==> src/rtl/core/assert_macros.svh <==
// ----------------------------------------------------------------------------
// Assertion macros
// Concurrent checks on clk with synchronous reset rst; empty under synthesis.
// ----------------------------------------------------------------------------
`ifndef ASSERT_MACROS_SVH
`define ASSERT_MACROS_SVH

`ifndef SYNTHESIS
`define CHK_IMPLY(label, ante, cons, msg) \
  label: assert property (@(posedge clk) disable iff (rst) (ante) |-> (cons)) \
    else $error(msg);
`define CHK_NEXT(label, ante, cons, msg) \
  label: assert property (@(posedge clk) disable iff (rst) (ante) |=> (cons)) \
    else $error(msg);
`else
`define CHK_IMPLY(label, ante, cons, msg)
`define CHK_NEXT(label, ante, cons, msg)
`endif

`endif

==> src/rtl/core/rlgs_pkg.sv <==
// ----------------------------------------------------------------------------
// rlgs_pkg
// Shared constants, request and register codes for the line gap scheduler.
// ----------------------------------------------------------------------------
package rlgs_pkg;

  localparam int MAX_LINES = 1024;
  localparam int LINE_W    = $clog2(MAX_LINES);
  localparam int CNT_W     = LINE_W + 1;
  localparam int TID_W     = 4;
  localparam int STEP_W    = 10;
  localparam int ITER_W    = $clog2(LINE_W + 1);

  localparam int REQ_W = 3;
  localparam logic [REQ_W-1:0] REQ_ASSIGN = 3'd0;
  localparam logic [REQ_W-1:0] REQ_FINISH = 3'd1;
  localparam logic [REQ_W-1:0] REQ_STATUS = 3'd2;
  localparam logic [REQ_W-1:0] REQ_PASS   = 3'd3;
  localparam logic [REQ_W-1:0] REQ_CLEAR  = 3'd4;

  localparam int CFG_IDX_W = 2;
  localparam int CFG_W     = 11;
  localparam logic [CFG_IDX_W-1:0] CFG_LINES = 2'd0;
  localparam logic [CFG_IDX_W-1:0] CFG_STEP  = 2'd1;
  localparam logic [CFG_IDX_W-1:0] CFG_STOP  = 2'd2;

  localparam logic [CNT_W-1:0]  LINES_RESET = CNT_W'(MAX_LINES);
  localparam logic [STEP_W-1:0] STEP_RESET  = STEP_W'(1);

  localparam int S_TDATA_W = 16;
  localparam int M_TDATA_W = 40;

endpackage

==> src/rtl/core/rlgs_round.sv <==
// ----------------------------------------------------------------------------
// rlgs_round
// Round a line number down to a multiple of the step, one remainder bit a cycle.
// ----------------------------------------------------------------------------
`include "assert_macros.svh"

module rlgs_round import rlgs_pkg::*; (
  input  logic              clk,
  input  logic              rst,
  input  logic              start,
  input  logic [LINE_W-1:0] mid,
  input  logic [STEP_W-1:0] step,
  output logic              busy,
  output logic              done,
  output logic [LINE_W-1:0] value
);

  logic [ITER_W-1:0] iter;
  logic [LINE_W-1:0] quo;
  logic [LINE_W-1:0] mid_r;
  logic [STEP_W-1:0] div;
  logic [STEP_W-1:0] rem;
  logic [STEP_W:0]   trial;
  logic [STEP_W:0]   diff;
  logic              fits;
  logic [STEP_W-1:0] rem_next;

  assign trial    = {rem, quo[LINE_W-1]};
  assign diff     = trial - {1'b0, div};
  assign fits     = trial >= {1'b0, div};
  assign rem_next = fits ? diff[STEP_W-1:0] : trial[STEP_W-1:0];
  assign value    = mid_r - LINE_W'(rem);

  always_ff @(posedge clk) begin
    if (rst) begin
      busy <= 1'b0;
      done <= 1'b0;
      iter <= '0;
    end else begin
      done <= 1'b0;
      if (start) begin
        busy  <= 1'b1;
        iter  <= ITER_W'(LINE_W);
        quo   <= mid;
        mid_r <= mid;
        div   <= step;
        rem   <= '0;
      end else if (busy) begin
        rem  <= rem_next;
        quo  <= quo << 1;
        iter <= iter - ITER_W'(1);
        if (iter == ITER_W'(1)) begin
          busy <= 1'b0;
          done <= 1'b1;
        end
      end
    end
  end

  `CHK_IMPLY(a_rem_below_step, busy, rem < div, "remainder not below step")
  `CHK_IMPLY(a_round_not_above, done, value <= mid_r, "rounded line above middle")
  `CHK_NEXT(a_done_single, done, !done, "done held past one cycle")

endmodule

==> config.mk <==
export PLATFORM = sky130hd
export DESIGN_NAME = rlgs_round
export DESIGN_NICKNAME = d
export VERILOG_FILES = /design/src/rtl/core/rlgs_pkg.sv /design/src/rtl/core/rlgs_round.sv
export VERILOG_INCLUDE_DIRS = /design/src /design/src/rtl/core
export SDC_FILE = /design/constraint.sdc
export NUM_CORES = 1
export LEC_CHECK = 0
export BUFFER_PORTS_ARGS = -buffer_cell sky130_fd_sc_hd__buf_4
export CORE_UTILIZATION = 60
export CTS_BUF_LIST = sky130_fd_sc_hd__clkbuf_4
export DETAILED_ROUTE_END_ITERATION = 10
export HOLD_SLACK_MARGIN = 0.15
export PLACE_DENSITY = 0.93
export REMOVE_ABC_BUFFERS = 1
export SYNTH_ARGS = -nofsm -noshare
export SYNTH_HDL_FRONTEND = slang
export SYNTH_SLANG_ARGS = --single-unit
==> constraint.sdc <==
create_clock -name clk -period 2.75 [get_ports clk]
set_clock_uncertainty 0.15 [all_clocks]
set_input_delay 0 -clock clk [delete_from_list [all_inputs] [get_ports clk]]
set_output_delay 0 -clock clk [all_outputs]
set_load 0.05 [all_outputs]
**Word level (Yosys, flattened, before mapping)**

Index checks and enable logic that the tools add are counted.
W data, S select, Z words.

- Add/sub/neg operators: 3
- Magnitude comparators: 1
- Bitwise operators: 2
- Equal/unequal tests: 1
- Reduce and logical (&&, ||, !) cells: 5
- Mux-type cells: 10

Operator list:

| operator | number |
|---|---|
| $mux W10 | 4 |
| $sub A10 B10 Y10 | 2 |
| $ge A11 B10 Y1 | 1 |
| $mux W4 | 2 |
| $eq A4 B1 Y1 const B | 1 |
| $mux W1 | 4 |
| $reduce_and A2 Y1 | 2 |
| $sub A4 B1 Y4 const B | 1 |
| $reduce_or A3 Y1 | 1 |
| $not A1 Y1 | 2 |
| $reduce_bool A2 Y1 | 1 |
| $reduce_or A2 Y1 | 1 |

- Input bits: 23
- Word-level logic and storage cells: 30
- Register bits after elaboration: 46

**Logic depth before layout (Yosys ltp)**

- Depth in word-level cells: 4
- Mapped depth: 9

**Worst setup path before layout**

OpenSTA, ideal clock, no wires.

- Path type: register to register
- From: register rem[0]
- To: register rem[0], data pin
- Cell stages (with the launch flop): 7
- Clock period less this slack: 2.395 ns
- Data arrival time: 1.985 ns
- Path slack: 0.355 ns
- Library setup time: 0.260 ns
- Cells stage by stage: edfxtp_1 -> ha_1 -> nor2b_1 -> o31ai_4 -> a41oi_4 -> o32ai_4 -> mux2_4

- Longest elaborated chain between the ends: 3

RTL lines:

| item | RTL line | text |
|---|---|---|
| start, declared | rlgs_round.sv:22 | `logic [STEP_W-1:0] rem;` |
| start signal, assigned | rlgs_round.sv:49 | `rem <= rem_next;` |
| $ge A11 B10 Y1 | rlgs_round.sv:30 | `assign fits = trial >= {1'b0, div};` |
| $mux W10 | rlgs_round.sv:31 | `assign rem_next = fits ? diff[STEP_W-1:0] : trial[STEP_W-1:0];` |
| $mux W10 | rlgs_round.sv:48 | `end else if (busy) begin` |

Every way passes these cells. The select of a mux whose other input is x is not followed.
A chain may end at the register's enable or synchronous reset.

**Final worst setup path**

- From: register rem[0]
- To: register rem[5], data pin

- Longest elaborated chain between the ends: 3

RTL lines:

| item | RTL line |
|---|---|
| $sub A10 B10 Y10 / $ge A11 B10 Y1 (equally long branches) | rlgs_round.sv:29, rlgs_round.sv:30 |
| $mux W10 (*) | rlgs_round.sv:31 |
| $mux W10 (*) | rlgs_round.sv:48 |

Every way passes the cells marked *; elsewhere a longest branch is shown, timed or not. The select of a mux whose other input is x is not followed.

==> out/metrics.csv <==
stage,metric,value,unit
grt,antenna_found_initial,0,
worst_setup_path,crit_path_top_delay_cell,edfxtp_1,
worst_setup_path,startpoint_type,flip-flop,
floorplanning,core_region_area,4410,sq um
worst_setup_path,critPathMostFrequentCell,buf_4,
grt,grt_max_degree,26,
timing,slew_violations,0,
min_path,holdCritPathClass,primary input to flip-flop,
worst_setup_path,max_stage_delay,410,ps
finish,instances_no_fill,360,
placed_design,hpwl,4000,um
logic_synthesis,syn_area,2790,sq um
logic_synthesis,yosysSeqAreaShare,47.4,%
logic_synthesis,yosysWarnings,0,
pwr,p_leak,1.42,nW
floorplanning,die_w,70.1,um
floorplanning,die-area,4920,sq um
finish,num_antenna_cells,0,
pwr,peakVddDrop,485,uV
logic_synthesis,synth.avg_cell_area,11.3,sq um
clock_network,clock_latency,390,ps
worst_setup_path,worstReg2RegStart,rem[0],
route,ant_nets,0,
route,vias_per_cell,5.95,
logic_synthesis,synth_cells,246,
floorplanning,fp-row-count,24,
logic_synthesis,ys_types,49,
logic_synthesis,yosys_register_bits,46,
logic_synthesis,synth_ff_type,edfxtp_1,
pwr,p_per_area,620,nW/um^2
logic_synthesis,synthTopCellsByArea,"edfxtp_1 (43%), ha_1 (9.4%), dfxtp_1 (4.3%)",
worst_setup_path,critPathTopFamily,compound AO/OA/AOI/OAI gates,
clock_network,root_buffer,clkbuf_4,
logic_synthesis,yosysTopAreaCellShare,43.1,%
timing,fin_crit_sh,94.9,%
grt,grtUsageTotal,27.0,%
timing,fin_crit,2610,ps
logic_synthesis,yosysMostFrequentCell,edfxtp_1,
clock_network,cts.sinks,46,
logic_synthesis,yosysTopAreaCell,edfxtp_1,
worst_setup_path,path_class,flip-flop to flip-flop,
logic_synthesis,ys_top_cells_by_count,"edfxtp_1 (40), inv_1 (27), ha_1 (21)",
logic_synthesis,synthArstFlopShare,0,%
timing,rsz0062_at_grt,no,
worst_setup_path,critPathCaptureType,flip-flop,
clock_network,cts_tree,yes,
finish,final_nets,353,
finish,drive_gt1_share,22.7,%
placed_design,dp_cells,329,
clock_network,cts.clk_slew.worst_paths,160,ps
logic_synthesis,synth_edf_count,40,
worst_setup_path,crit_chain,"buf_4, ha_1, nor2b_1, o31ai_4, a41oi_4, o32ai_4, buf_4, mux2i_1",
finish,area_growth,23.0,%
placed_design,gp_congestion,0.891,
route,first_pass_iters,4,
grt,grt_pass1_vias,2265,
timing,relSlewSlack,63.6,%
placed_design,port_buffers,34,
worst_setup_path,crit_start,rem[0],
route,wl_per_cell,17.2,um
floorplanning,initial_core_util,63.1,%
route,drt_iter0_markers,142,
timing,worst_pin_slew,546,ps
worst_setup_path,path_max_fanout,7,
route,num_vias,2141,
clock_network,cts_buffers,5,
worst_setup_path,arrival,2670,ps
min_path,holdCritStartpoint,mid[8],
grt,grt_overflow_total,0,
floorplanning,io_pins,35,
timing,fin_setup_tns,0,ps
worst_setup_path,crit_required,2820,ps
clock_network,cts.htree.levels,2,
run_status,status,"complete, no violations",
worst_setup_path,crit_buf_inv,2,
job,maxCapViolations,0,
timing,setup_violations,0,
floorplanning,die_h,70.1,um
grt,grt_pass1_wl,10100,um
route,totalWireLength,6190,um
timing,clock.fmax,383,MHz
clock_network,ctsLongestPathBuffers,2,
timing,hold_viol_final,0,
route,route.detailed.drc,0,
-- flip-flops by register name, summed over array words and instances (netlist names) --
register	flops
busy	1
div	10
done	1
iter	4
mid_r	10
quo	10
rem	10
-- per-stage QoR --
| stage | power, mW | setup WS, ps | util [%] | cell area [sq um] | hold WS, ps |
|---|---|---|---|---|---|
| after global routing | 2.20 | 9.51 | 77.6 | 3420 | 182 |
| after floorplan | 1.44 | 355 | - | 2750 | -80.9 |
| after CTS | 2.09 | 10.9 | 77.3 | 3410 | 188 |
| after global placement | 1.62 | 290 | 70.2 | 3100 | 27.8 |
| final | 2.12 | 141 | 77.6 | 3420 | 181 |
| after detailed placement | 1.65 | 224 | 70.2 | 3100 | 29.3 |
-- timing repair --
item                                    4_1_cts  5_1_grt
resized for setup                             0        3
endpoints found under the setup margin        1        3
endpoints found under the hold margin        82        0
pin swaps                                     0        3
hold buffers                                 22        0
buffers inserted                              1        0
-- kinds of logic after synthesis --
| family | share of synthesized area (%) |
|---|---|
| buffers and inverters | 4.90 |
| flip-flops | 47.4 |
| multiplexers | 7.59 |
| AO/OA/AOI/OAI | 13.0 |
| AND/OR/NAND/NOR | 12.4 |
| XOR/XNOR | 3.77 |
| adder cells (fa/ha/maj) | 10.9 |
-- path summary, 6_finish.rpt --
path | endpoint | slack [ps] | depth (start not counted)
worst min-delay path | mid_r[8] | 180 | 2
worst max register to register | rem[5] | 140 | 8
worst max-delay path | rem[5] | 140 | 8
worst min register to register | quo[5] | 400 | 1
-- layout by cell type, fill, tap and decap left out, drive strengths merged, types with 4 or more instances in the layout --
cell	Yosys	layout
dlygate4sd3	0	22
ha	21	21
or3	5	5
clkbuf	6	7
nor3	9	9
dfxtp	6	6
nor2	16	16
a211oi	5	5
a21oi	11	11
o21ai	6	6
buf	1	39
o21a	4	4
xor2	5	5
xnor2	7	7
edfxtp	40	40
mux2i	5	5
nand2	15	15
nand3	5	5
inv	27	27
mux2	13	13
-- where the power goes --
group	switching (mW)	internal (mW)
sequential	0.0297	0.825
combinational	0.502	0.329
clock	0.225	0.213
total	0.757	1.37
-- per-layer routing --
metal	wire (um)	track usage, %	share of wire [%]
met4	203	14.0	3.3
met1	2460	29.5	40
met2	3180	48.6	51
met5	0	0	0
met3	348	6.06	5.6
-- cell type report --
class / instances / area, sq um
Clock buffer: 7 / 52.6
Inverter: 27 / 101
Timing Repair Buffer: 61 / 513
Fill cell: 283 / 990
Multi-Input combinational cell: 166 / 1340
Tap cell: 52 / 65.1
Sequential cell: 46 / 1320
Clock inverter: 1 / 30.0
No activity file was read; power rests on OpenSTA's default activity.
